<file path="src/asp_pkg.sv">
// shared types and constants of the ring sector pixel test
package asp_pkg;

  localparam int COORD_W    = 12;
  localparam int DELTA_W    = 13;
  localparam int MAG_W      = 12;
  localparam int SQ_W       = 24;
  localparam int DIST_W     = 25;
  localparam int RAD_W      = 10;
  localparam int RSQ_W      = 20;
  localparam int QUOT_W     = 7;
  localparam int DIVIDEND_W = 19;
  localparam int ANGLE_W    = 10;
  localparam int ADDR_W     = 16;
  localparam int COLOUR_W   = 16;
  localparam int CFG_IDX_W  = 3;
  localparam int CFG_DATA_W = 16;

  localparam int OCTANT_SPAN = 125;
  localparam int FULL_TURN   = 1000;

  // register index codes of the configuration port
  typedef enum logic [CFG_IDX_W-1:0] {
    CFG_CENTER_X    = 3'd0,
    CFG_CENTER_Y    = 3'd1,
    CFG_OUTER       = 3'd2,
    CFG_INNER       = 3'd3,
    CFG_SWEEP       = 3'd4,
    CFG_COLOUR      = 3'd5
  } cfg_idx_t;

  // shape settings seen by the geometry stages
  typedef struct packed {
    logic signed [COORD_W-1:0] center_x;
    logic signed [COORD_W-1:0] center_y;
    logic [RSQ_W-1:0]          outer_sq;
    logic [RSQ_W-1:0]          inner_sq;
    logic                      empty;
  } shape_t;

  // per-item flags that ride along with the divider
  typedef struct packed {
    logic [2:0]        oct;
    logic              in_ring;
    logic              on_screen;
    logic [ADDR_W-1:0] addr;
  } side_t;

  typedef struct packed {
    logic [DIVIDEND_W-1:0] dividend;
    logic [MAG_W-1:0]      divisor;
    side_t                 side;
  } div_in_t;

  typedef struct packed {
    logic [QUOT_W-1:0] quot;
    side_t             side;
  } div_out_t;

endpackage

</file>
<file path="src/asp_geom.sv">
// geometry stages: offsets, squared distance, ring test, octant and ratio operands
module asp_geom #(
  parameter int SCREEN_WIDTH  = 240,
  parameter int SCREEN_HEIGHT = 240
) (
  input  logic                               clk,
  input  logic                               rst_n,
  input  asp_pkg::shape_t                    shape,
  input  logic                               up_valid,
  output logic                               up_ready,
  input  logic signed [asp_pkg::COORD_W-1:0] pixel_x,
  input  logic signed [asp_pkg::COORD_W-1:0] pixel_y,
  output logic                               dn_valid,
  input  logic                               dn_ready,
  output asp_pkg::div_in_t                   dn_data
);

  localparam int AW = asp_pkg::ADDR_W + 7;
  localparam logic signed [asp_pkg::DELTA_W-1:0] WIDTH_S  =
    asp_pkg::DELTA_W'(SCREEN_WIDTH);
  localparam logic signed [asp_pkg::DELTA_W-1:0] HEIGHT_S =
    asp_pkg::DELTA_W'(SCREEN_HEIGHT);

  // stage valids and ready chain
  logic v1_r, v2_r, v3_r;
  logic rdy1, rdy2, rdy3;

  assign rdy3     = !v3_r || dn_ready;
  assign rdy2     = !v2_r || rdy3;
  assign rdy1     = !v1_r || rdy2;
  assign up_ready = rdy1;
  assign dn_valid = v3_r;

  always_ff @(posedge clk) begin
    if (!rst_n) begin
      v1_r <= 1'b0;
      v2_r <= 1'b0;
      v3_r <= 1'b0;
    end else begin
      if (rdy1) v1_r <= up_valid;
      if (rdy2) v2_r <= v1_r;
      if (rdy3) v3_r <= v2_r;
    end
  end

  // stage 1: offsets from the centre, screen bounds, frame address
  logic signed [asp_pkg::DELTA_W-1:0] px_s, py_s;
  logic signed [asp_pkg::DELTA_W-1:0] dx_nxt, dy_nxt;
  logic signed [asp_pkg::DELTA_W-1:0] dx1_r, dy1_r;
  logic                               on1_nxt, on1_r;
  logic [AW-1:0]                      addr_full;
  logic [asp_pkg::ADDR_W-1:0]         addr1_r;

  always_comb begin
    px_s      = {pixel_x[asp_pkg::COORD_W-1], pixel_x};
    py_s      = {pixel_y[asp_pkg::COORD_W-1], pixel_y};
    dx_nxt    = px_s - {shape.center_x[asp_pkg::COORD_W-1], shape.center_x};
    dy_nxt    = py_s - {shape.center_y[asp_pkg::COORD_W-1], shape.center_y};
    on1_nxt   = !px_s[asp_pkg::DELTA_W-1] && !py_s[asp_pkg::DELTA_W-1] &&
                (px_s < WIDTH_S) && (py_s < HEIGHT_S);
    addr_full = AW'(pixel_y[asp_pkg::COORD_W-2:0]) * AW'(SCREEN_WIDTH) +
                AW'(pixel_x[asp_pkg::COORD_W-2:0]);
  end

  always_ff @(posedge clk) begin
    if (rdy1) begin
      dx1_r   <= dx_nxt;
      dy1_r   <= dy_nxt;
      on1_r   <= on1_nxt;
      addr1_r <= addr_full[asp_pkg::ADDR_W-1:0];
    end
  end

  // stage 2: squares, magnitudes, octant choice with ratio operands
  logic [2*asp_pkg::DELTA_W-1:0] sqx_full, sqy_full;
  logic [asp_pkg::DELTA_W-1:0]   abx_full, aby_full;
  logic [asp_pkg::MAG_W-1:0]     ax, ay;
  logic [2:0]                    oct_nxt;
  logic [asp_pkg::MAG_W-1:0]     num_nxt, den_nxt;
  logic [asp_pkg::SQ_W-1:0]      sqx2_r, sqy2_r;
  logic [2:0]                    oct2_r;
  logic [asp_pkg::MAG_W-1:0]     num2_r, den2_r;
  logic                          on2_r;
  logic [asp_pkg::ADDR_W-1:0]    addr2_r;
  logic                          up_half, right_half;

  always_comb begin
    abx_full   = dx1_r[asp_pkg::DELTA_W-1] ? $unsigned(-dx1_r) : $unsigned(dx1_r);
    aby_full   = dy1_r[asp_pkg::DELTA_W-1] ? $unsigned(-dy1_r) : $unsigned(dy1_r);
    // squares taken on the magnitudes at full product width
    sqx_full   = (2*asp_pkg::DELTA_W)'(abx_full) * (2*asp_pkg::DELTA_W)'(abx_full);
    sqy_full   = (2*asp_pkg::DELTA_W)'(aby_full) * (2*asp_pkg::DELTA_W)'(aby_full);
    ax         = abx_full[asp_pkg::MAG_W-1:0];
    ay         = aby_full[asp_pkg::MAG_W-1:0];
    // screen y grows downward, so "up" is dy at or below zero
    up_half    = dy1_r[asp_pkg::DELTA_W-1] || (dy1_r == '0);
    right_half = !dx1_r[asp_pkg::DELTA_W-1];
    if (up_half && right_half) begin
      if (ax <= ay) begin
        oct_nxt = 3'd0; num_nxt = ax; den_nxt = ay;
      end else begin
        oct_nxt = 3'd1; num_nxt = ay; den_nxt = ax;
      end
    end else if (right_half) begin
      if (ax >= ay) begin
        oct_nxt = 3'd2; num_nxt = ay; den_nxt = ax;
      end else begin
        oct_nxt = 3'd3; num_nxt = ax; den_nxt = ay;
      end
    end else if (!up_half) begin
      if (ax <= ay) begin
        oct_nxt = 3'd4; num_nxt = ax; den_nxt = ay;
      end else begin
        oct_nxt = 3'd5; num_nxt = ay; den_nxt = ax;
      end
    end else begin
      if (ax >= ay) begin
        oct_nxt = 3'd6; num_nxt = ay; den_nxt = ax;
      end else begin
        oct_nxt = 3'd7; num_nxt = ax; den_nxt = ay;
      end
    end
    // the centre pixel has zero numerator; a unit divisor gives angle zero
    if (den_nxt == '0) den_nxt = asp_pkg::MAG_W'(1);
  end

  always_ff @(posedge clk) begin
    if (rdy2) begin
      sqx2_r  <= sqx_full[asp_pkg::SQ_W-1:0];
      sqy2_r  <= sqy_full[asp_pkg::SQ_W-1:0];
      oct2_r  <= oct_nxt;
      num2_r  <= num_nxt;
      den2_r  <= den_nxt;
      on2_r   <= on1_r;
      addr2_r <= addr1_r;
    end
  end

  // stage 3: distance against the ring, scaled numerator
  logic [asp_pkg::DIST_W-1:0]     dist_sum;
  logic                           ring_nxt;
  logic [asp_pkg::DIVIDEND_W-1:0] n125;
  asp_pkg::div_in_t               out_nxt, out_r;

  always_comb begin
    dist_sum = asp_pkg::DIST_W'(sqx2_r) + asp_pkg::DIST_W'(sqy2_r);
    ring_nxt = !shape.empty &&
               (dist_sum <= asp_pkg::DIST_W'(shape.outer_sq)) &&
               (dist_sum >= asp_pkg::DIST_W'(shape.inner_sq));
    n125     = asp_pkg::DIVIDEND_W'(num2_r) *
               asp_pkg::DIVIDEND_W'(asp_pkg::OCTANT_SPAN);
    out_nxt.dividend       = n125;
    out_nxt.divisor        = den2_r;
    out_nxt.side.oct       = oct2_r;
    out_nxt.side.in_ring   = ring_nxt;
    out_nxt.side.on_screen = on2_r;
    out_nxt.side.addr      = addr2_r;
  end

  always_ff @(posedge clk) begin
    if (rdy3) out_r <= out_nxt;
  end

  assign dn_data = out_r;

endmodule

</file>
<file path="config.mk">
export PLATFORM = sky130hd
export DESIGN_NAME = asp_geom
export DESIGN_NICKNAME = d
export VERILOG_FILES = /design/src/asp_pkg.sv /design/src/asp_geom.sv
export SDC_FILE = /design/constraint.sdc
export NUM_CORES = 1
export LEC_CHECK = 0
export ABC_AREA = 1
export BUFFER_PORTS_ARGS = -buffer_cell sky130_fd_sc_hd__buf_2
export CAP_MARGIN = 15
export CORE_AREA = 2 2 229 231
export DETAILED_ROUTE_END_ITERATION = 8
export DIE_AREA = 0 0 231 233
export SLEW_MARGIN = 5
export SYNTH_ARGS = -nofsm -noshare
export SYNTH_HDL_FRONTEND = slang
export SYNTH_SLANG_ARGS = --single-unit
</file>
<file path="constraint.sdc">
create_clock -name clk -period 6.3 [get_ports clk]
set_input_delay 0.315 -clock clk [delete_from_list [all_inputs] [get_ports clk]]
set_output_delay 0.315 -clock clk [all_outputs]
set_load 0.01 [all_outputs]
</file>
==> After elaboration in Yosys (flattened, before gate mapping) <==
Cells that the tools add are included.
{ "op_classes": {"reduce_logical": 19, "mul": 4, "mux": 19, "addsub": 6, "n_lt_le_gt_ge": 6} }
{ "op_table": {"columns": ["op", "n"], "rows": [
  ["$mux 12", 10],
  ["$mul 13x13->24", 2],
  ["$mux 13", 2],
  ["$neg 13->13", 2],
  ["$sub 12x12->13", 2],
  ["$add 24x24->25", 1],
  ["$ge 25x20->1", 1],
  ["$le 25x20->1", 1],
  ["$lt 12x9->1 const B", 2],
  ["$mul 12x7->19 const B", 1],
  ["$add 16x11->16", 1],
  ["$logic_not 13->1", 1],
  ["$ge 12x12->1", 1],
  ["$le 12x12->1", 1],
  ["$logic_not 12->1", 1],
  ["$mul 11x4->12 const B", 1],
  ["$mux 3", 3],
  ["$logic_not 1->1", 7],
  ["$logic_and 1x1->1", 6],
  ["$logic_or 1x1->1", 4],
  ["$mux 1", 4]
]} }
{ "totals": {"output_inout_bits": 54, "input_bits": 93, "elab_cells": 74, "ff_bits": 190} }

==> Depth between registers and ports, before layout <==
Gate-level depths: netlist of the first run.
{ "logic_depth": {"ltp_word": 8, "ltp_mapped": 32, "ltp_nobuf": 32} }

==> Worst setup path after synthesis of the first run <==
OpenSTA, ideal clock, no wires.
{ "synth_path": {"path_type": "register -> register", "startpoint": "register dx1_r[0] (netlist bit)", "endpoint": "register sqx2_r[23] (netlist bit) (data pin)", "stages_incl_launch_ff": 32, "arrival_ns": 6.216, "setup_ns": 0.258, "required_ns": 6.042, "period_less_slack_ns": 6.473, "n_path_buf": 1, "setup_slack_ns": -0.173, "cell_sequence": "edfxtp_1 inv_2 clkbuf_1 ha_1 inv_2 nor3_4 nand3_2 nand2_1 o21ai_1 or2_1 nand2_4 inv_2 nor2_1 inv_1 fa_1 inv_1 fa_1 inv_1 fa_1 inv_1 fa_1 inv_1 fa_1 inv_1 ha_1 a21oi_1 o21ai_0 a211oi_1 nand3_1 nand3_1 nand2_1 xnor2_1"} }
{ "synth_between": {"elab_chain_cells": 3} }
{ "synth_rtl": {"columns": ["item", "line_no", "text"], "rows": [
  ["from (decl)", "asp_geom.sv:49", "logic signed [asp_pkg::DELTA_W-1:0] dx1_r, dy1_r;"],
  ["from (signal assigned)", "asp_geom.sv:67", "dx1_r <= dx_nxt;"],
  ["$neg 13->13", "asp_geom.sv:88", "abx_full = dx1_r[asp_pkg::DELTA_W-1] ? $unsigned(-dx1_r) : $unsigned(dx1_r);"],
  ["$mux 13 (*)", "asp_geom.sv:88", null],
  ["$mul 13x13->24 (*)", "asp_geom.sv:91", "sqx_full = (2*asp_pkg::DELTA_W)'(abx_full) * (2*asp_pkg::DELTA_W)'(abx_full);"],
  ["via sqx_full, one bit", "asp_geom.sv:75", "logic [2*asp_pkg::DELTA_W-1:0] sqx_full, sqy_full;"],
  ["to (signal assigned)", "asp_geom.sv:129", "sqx2_r <= sqx_full[asp_pkg::SQ_W-1:0];"],
  ["to (decl)", "asp_geom.sv:80", "logic [asp_pkg::SQ_W-1:0] sqx2_r, sqy2_r;"]
]} }
Mark *: on every way through the listed nets, which the timed path passes. The rest lies on a longest branch.
A chain may end at the register's enable or synchronous reset.

==> Worst setup path in the final report of the first run <==
Same ends and word-level chain as after synthesis.

==> results.sh, run 1 <==
export IMPL_start_util_pct=44.67
export IMPL_syn_area_per_cell_um2=8.940
export IMPL_crit_path_top_delay_cell="fa_1"
export IMPL_ant_nets=0
export IMPL_synthToLayoutAreaGrowth_pct=12.38
export IMPL_yosysSeqAreaShare_pct=24.60
export IMPL_ys_types=58
export IMPL_cts_tree="done"
export IMPL_cts_buffer_depth=2
export IMPL_die_h_um=233
export IMPL_insertedDiodeCount=0
export IMPL_drt_total_wl_mm=56.29
export IMPL_die_w_um=231
export IMPL_setup_viol=0
export IMPL_worst_slew_pin_slew_ps=883.4
export IMPL_synth_edf_count=185
export IMPL_r2r_setup_slack_ps=230
export IMPL_io_pins=147
export IMPL_r2r_start="dx1_r[0]"
export IMPL_utilization_pct=50.20
export IMPL_num_vias=17240
export IMPL_core_area_um2=51090
export IMPL_grt_max_degree=64
export IMPL_cts_clk_slew_worst_paths_ps=80
export IMPL_status="finished clean"
export IMPL_start_kind="flip-flop"
export IMPL_route_met2_wl_mm=27.95
export IMPL_worstSetupPathType="reg -> reg"
export IMPL_grt_pass1_wl_mm=89.84
export IMPL_path_delay_family="adder cells"
export IMPL_reg2reg_depth=31
export IMPL_syn_area_um2=22820
export IMPL_die_area_um2=53820
export IMPL_yosysWarningCount=0
export IMPL_path_buf_inv=10
export IMPL_worstSetupStartpoint="dx1_r[0]"
export IMPL_cap_violations=0
export IMPL_synthTopCellsByArea="edfxtp_1 24%, fa_1 22%, ha_1 16%, inv_1 9.5%, nand2_1 7.0%"
export IMPL_crit_top_cell="inv_1"
export IMPL_min_delay_start="pixel_x[2]"
export IMPL_whs_path_depth=1
export IMPL_nets=3421
export IMPL_cts_buffers=17
export IMPL_gp_congestion=0.9148
export IMPL_root_buffer="clkbuf_16"
export IMPL_dpl_hpwl_mm=47.41
export IMPL_drive_above_1_share_pct=13.27
export IMPL_synth_most_common_cell="inv_1"
export IMPL_synth_top_cell_area_share_pct=24.34
export IMPL_rsz0062_at_grt="yes"
export IMPL_yosys_top_cells_count="579 x inv_1, 426 x nand2_1, 294 x ha_1"
export IMPL_yosysTopAreaCell="edfxtp_1"
export IMPL_crit_fanout=5
export IMPL_fmax_ghz=0.1647
export IMPL_synthArstFlopShare_pct=0
export IMPL_period_share_pct=96.37
export IMPL_port_buffers=146
export IMPL_cts_htree_levels=4
export IMPL_placement_setup_worst_slack_ps=29.77
export IMPL_slew_violations=0
export IMPL_globalRouteTotalUtil_pct=21.50
export IMPL_fin_crit_ps=6071
export IMPL_grt_antenna_before_repair=1
export IMPL_dr_pass1_iters=6
export IMPL_grt_remaining_overflow=0
export IMPL_synth_cells=2553
export IMPL_crit_arrival_ps=6290
export IMPL_drtIter0Drc=797
export IMPL_finClkSkew_ps=16.35
export IMPL_hold_viol=0
export IMPL_dr_max_layer_used="met4"
export IMPL_wl_met3_mm=2.470
export IMPL_endpoint_kind="flip-flop"
export IMPL_wire_per_inst_um=16.19
export IMPL_route_detailed_drc=0
export IMPL_ys_flop_type="edfxtp_1"
export IMPL_path_depth=31
export IMPL_grt_pass1_vias=17640
export IMPL_relSlewSlack_pct=41.11
export IMPL_ys_ff_latch=188
export IMPL_cts_sinks=188
export IMPL_rows=83
export IMPL_setup_ws_ps=228.5
export IMPL_critPathRequiredTime_ps=6520
export IMPL_via_per_inst=4.959
export IMPL_insertion_delay_ps=490
export IMPL_wl_met1_mm=24.48
export IMPL_worst_path_largest_cell_delay_ps=530
export IMPL_hp_class="in -> reg"
-- flip-flops by register name, summed over array words and instances (netlist names) --
name,count
den2_r,12
sqx2_r,23
dx1_r,13
dy1_r,13
on2_r,1
sqy2_r,23
on1_r,1
v1_r,1
dn_valid,1
dn_data,52
addr1_r,16
v2_r,1
oct2_r,3
num2_r,12
addr2_r,16
-- path summary, 6_finish.rpt --
path                                    to
worst min-delay path            addr1_r[2]
worst max register to register  sqx2_r[23]
worst min register to register  dn_data[3]
worst max-delay path            sqx2_r[23]
-- metrics by stage --
stage	hold slack, ps	cells	cell area (µm²)	setup TNS (ps)
after floorplan	400.3	2566	22880	0
final	33.26	3476	25650	0
after detailed placement	405.6	3430	24790	0
after global placement	404.5	3430	24790	0
after global routing	15.54	3476	25650	-161.4
after CTS	2.344	3464	25370	0
-- what timing repair did --
item / CTS / global route
endpoints found under the hold margin: 2 / 0
hold buffers: 2 / 0
setup endpoints to repair: 0 / 15
buffers inserted: 0 / 12
resized for setup: 0 / 39
-- area by class of cell --
cell class | instances | area (µm²)
fill | 4872 | 25440
multi-input combinational | 1742 | 15000
sequential | 188 | 5615
inverter | 609 | 2288
timing repair buffer | 225 | 1329
tap | 680 | 850.8
clock buffer | 19 | 442.9
clock inverter | 13 | 118.9
-- worst register-to-register path: cells and delay by family (launching register included) --
family,cells,cell delay (ps)
XOR/XNOR,1,70
flip-flops,1,420
AND/OR/NAND/NOR,12,1530
AO/OA/AOI/OAI,1,60
buffers and inverters,10,710
adder cells (fa/ha/maj),7,3010
-- cell usage in the layout (no fill, tap or decap), drive strengths merged, types with 19 or more instances in the layout --
cell    Yosys  layout
a21oi     144     144
buf        15     223
clkbuf     12      19
edfxtp    185     185
fa        251     251
ha        294     294
inv       606     614
nand2     446     446
nand3     103     103
nand4      20      20
nor2      163     163
nor3       21      21
o21ai      91      91
xnor2      50      50
xor2       78      78
-- kinds of logic (layout without fill, tap and decap cells) --
| family | count (synthesis) | count (layout) | share of synthesized area, % |
|---|---|---|---|
| multiplexers | 1 | 1 | 0.04934 |
| AO/OA/AOI/OAI | 284 | 284 | 6.919 |
| adder cells (fa/ha/maj) | 545 | 545 | 38.13 |
| flip-flops | 188 | 188 | 24.60 |
| buffers and inverters | 636 | 866 | 10.70 |
| other | 2 | 15 | 0.03291 |
| AND/OR/NAND/NOR | 769 | 769 | 14.53 |
| XOR/XNOR | 128 | 128 | 5.027 |
-- routing by layer --
| metal | GRT usage, % | vias to the layer above |
|---|---|---|
| met3 | 3.848 | 83 |
| met4 | 6.875 | 0 |
| met5 | 0 | - |
| met2 | 37.60 | 348 |
| li1 | - | 8504 |
| met1 | 26.91 | 8304 |
Power of run 1 is left out: the tool's default activity adds up to more than one toggle a clock period on the data nets, which glitch-free logic cannot reach.
==> inputs of run 2 (changes only) <==
- ABC_AREA: 1 -> unset
- CELL_PAD_IN_SITES_DETAIL_PLACEMENT: unset -> 1
- CELL_PAD_IN_SITES_GLOBAL_PLACEMENT: unset -> 2
- CORE_AREA: 2 2 229 231 -> 2 2 245 247
- DIE_AREA: 0 0 231 233 -> 0 0 247 249
- PLACE_DENSITY_LB_ADDON: unset -> 0.1
==> results.sh, run 2 <==
export IMPL_status="finished with violations"
export IMPL_violations="negative setup slack"
export IMPL_synthAdderAreaFrac_pct=40.18
export IMPL_relSlewSlack_pct=47.89
export IMPL_insertion_delay_ps=510
export IMPL_nets=3213
export IMPL_fill_cells=6611
export IMPL_drtIter0Drc=575
export IMPL_yosysTopAreaCell="edfxtp_1"
export IMPL_start_util_pct=36.91
export IMPL_route_detailed_drc=0
export IMPL_cts_htree_levels=4
export IMPL_critPathRequiredTime_ps=6580
export IMPL_synth_cells=2167
export IMPL_drt_total_wl_mm=59.65
export IMPL_r2r_setup_slack_ps=-190
export IMPL_die_area_um2=61500
export IMPL_grt_antenna_before_repair=0
export IMPL_ys_ff_latch=188
export IMPL_die_h_um=249
export IMPL_fmax_ghz=0.1540
export IMPL_gp_congestion=0.8365
export IMPL_syn_area_per_cell_um2=9.995
export IMPL_worstSetupStartpoint="dy1_r[3]"
export IMPL_die_w_um=247
export IMPL_cts_tree="done"
export IMPL_worstSetupEndpoint="sqy2_r[22]"
export IMPL_ys_types=82
export IMPL_worst_slew_pin_slew_ps=781.6
export IMPL_yosys_top_cells_count="501 x inv_1, 294 x ha_1, 251 x fa_1"
export IMPL_crit_fanout=6
export IMPL_num_vias=16060
export IMPL_dr_pass1_iters=5
export IMPL_synth_top_family_by_area="adder cells"
export IMPL_cap_violations=0
export IMPL_rsz0062_at_grt="yes"
export IMPL_slew_violations=0
export IMPL_dpl_hpwl_mm=49.81
export IMPL_setup_viol=7
export IMPL_mostFrequentLayoutCell="inv_1"
export IMPL_cts_sinks=188
export IMPL_insertedDiodeCount=0
export IMPL_drive_above_1_share_pct=23.84
export IMPL_synth_compound_area_share_pct=9.248
export IMPL_rows=89
export IMPL_wire_per_inst_um=17.75
export IMPL_cts_clk_slew_worst_paths_ps=100
export IMPL_ys_flop_type="edfxtp_1"
export IMPL_port_buffers=146
export IMPL_synthToLayoutAreaGrowth_pct=23.90
export IMPL_largest_reg_flops=52
export IMPL_ant_nets=0
export IMPL_core_area_um2=58690
export IMPL_grt_remaining_overflow=0
export IMPL_hold_slack_ps=46.98
export IMPL_synthArstFlopShare_pct=0
export IMPL_period_share_pct=103.1
export IMPL_cts_buffers=17
export IMPL_muxShareOfSynthArea_pct=0.2368
export IMPL_syn_area_um2=21660
export IMPL_grt_pass1_wl_mm=95.17
export IMPL_r2r_end="sqy2_r[22]"
export IMPL_hold_viol=0
export IMPL_worstSetupPathType="reg -> reg"
export IMPL_synth_top_cell_area_share_pct=25.65
export IMPL_r2r_start="dy1_r[3]"
export IMPL_root_buffer="clkbuf_16"
export IMPL_final_cell_mix="478 x inv_1, 276 x ha_1, 244 x fa_1"
export IMPL_finClkSkew_ps=25.36
export IMPL_fin_crit_ps=6493
export IMPL_yosysSeqAreaShare_pct=25.93
export IMPL_crit_arrival_ps=6770
export IMPL_synthSimpleGateAreaFrac_pct=9.635
export IMPL_synth_xor_area_share_pct=5.320
export IMPL_io_pins=147
export IMPL_setup_ws_ps=-192.7
export IMPL_endpoint_kind="flip-flop"
export IMPL_grt_pass1_vias=17630
export IMPL_yosysWarningCount=0
export IMPL_synth_most_common_cell="inv_1"
export IMPL_cts_buffer_depth=2
export IMPL_synth_edf_count=185
export IMPL_via_per_inst=4.778
export IMPL_start_kind="flip-flop"
export IMPL_globalRouteTotalUtil_pct=20.08
export IMPL_synthTopCellsByArea="edfxtp_1 26%, fa_1 23%, ha_1 17%, inv_1 8.7%, xnor2_1 3.6%"
export IMPL_hp_class="in -> reg"
export IMPL_reg2reg_depth=25
export IMPL_grt_max_degree=50
-- run 2: per-stage QoR --
step           util [%]  area, µm²  setup TNS (ps)  std cells  setup WS (ps)
2_1_floorplan         -      21990          -5.203       2180         -5.203
3_3_place_gp      42.86      25150           -1606       3283         -325.7
3_5_place_dp      42.86      25150           -2788       3283         -526.7
4_1_cts           44.85      26320          -429.6       3342         -155.5
5_1_grt           45.73      26840           -2913       3361         -391.1
6_report          45.73      26840          -535.9       3361         -192.7
-- run 2: cells by family after synthesis --
group	count (synthesis)
compound gates	305
mux	5
xor+xnor	127
fa+ha+maj	545
other cells	2
buf+inv	539
simple gates	456
flops	188
-- run 2: area by class of cell --
class	instances	area [µm²]	area share, %
Tap cell	773	967.2	3.604
Sequential cell	188	5615	20.93
Inverter	513	1942	7.236
Timing Repair Buffer	402	2748	10.24
Clock inverter	15	230.2	0.8579
Clock buffer	17	425.4	1.585
Multi-Input combinational cell	1453	14910	55.55
-- run 2: critical path, cell delays in order, from the launching register on --
cell      delay, ps
edfxtp_1        400
or4_4           570
nor2_4          150
nand2_2          80
o31a_1          380
xnor2_4         180
clkinv_4        110
buf_6           120
nand2_4          50
fa_2            570
inv_2            40
fa_1            490
inv_2            40
fa_1            540
fa_1            440
fa_1            510
inv_2            50
ha_4            200
a21o_1          150
a21o_1          160
a21oi_2         190
nor2_1           80
a21oi_2         170
o31ai_4         100
o41a_1          380
xor2_1          140
-- run 2: metal layers --
layer  GRT usage, %  share of wire, %  routed length, µm  vias up
li1               -                 -                  -     7797
met1          27.13                46              27720     8108
met2          34.68                51              30130      123
met3          2.327               1.9               1111       30
met4          3.873               1.2                698        0
met5              0                 0                  0        -
-- run 2: how the worst min path moves through the flow --
stage                           from         end  slack [ps]  depth (start not counted)
after floorplan           addr1_r[0]  addr2_r[0]         400                          0
after global placement    addr2_r[0]  dn_data[0]         400                          0
after detailed placement  addr1_r[3]  addr2_r[3]         410                          0
after CTS                      rst_n    dn_valid           6                          2
after global routing           rst_n    dn_valid          40                          2
final                          rst_n    dn_valid          50                          2
-- run 2: repair_timing --
| item | in CTS | in global routing |
|---|---|---|
| gates resized for setup | 67 | 98 |
| hold buffers | 4 | 0 |
| buffers inserted | 23 | 24 |
| pin swaps | 39 | 62 |
| setup endpoints to repair | 14 | 17 |
| endpoints found under the hold margin | 4 | 0 |
Power of run 2 is left out for the same reason.
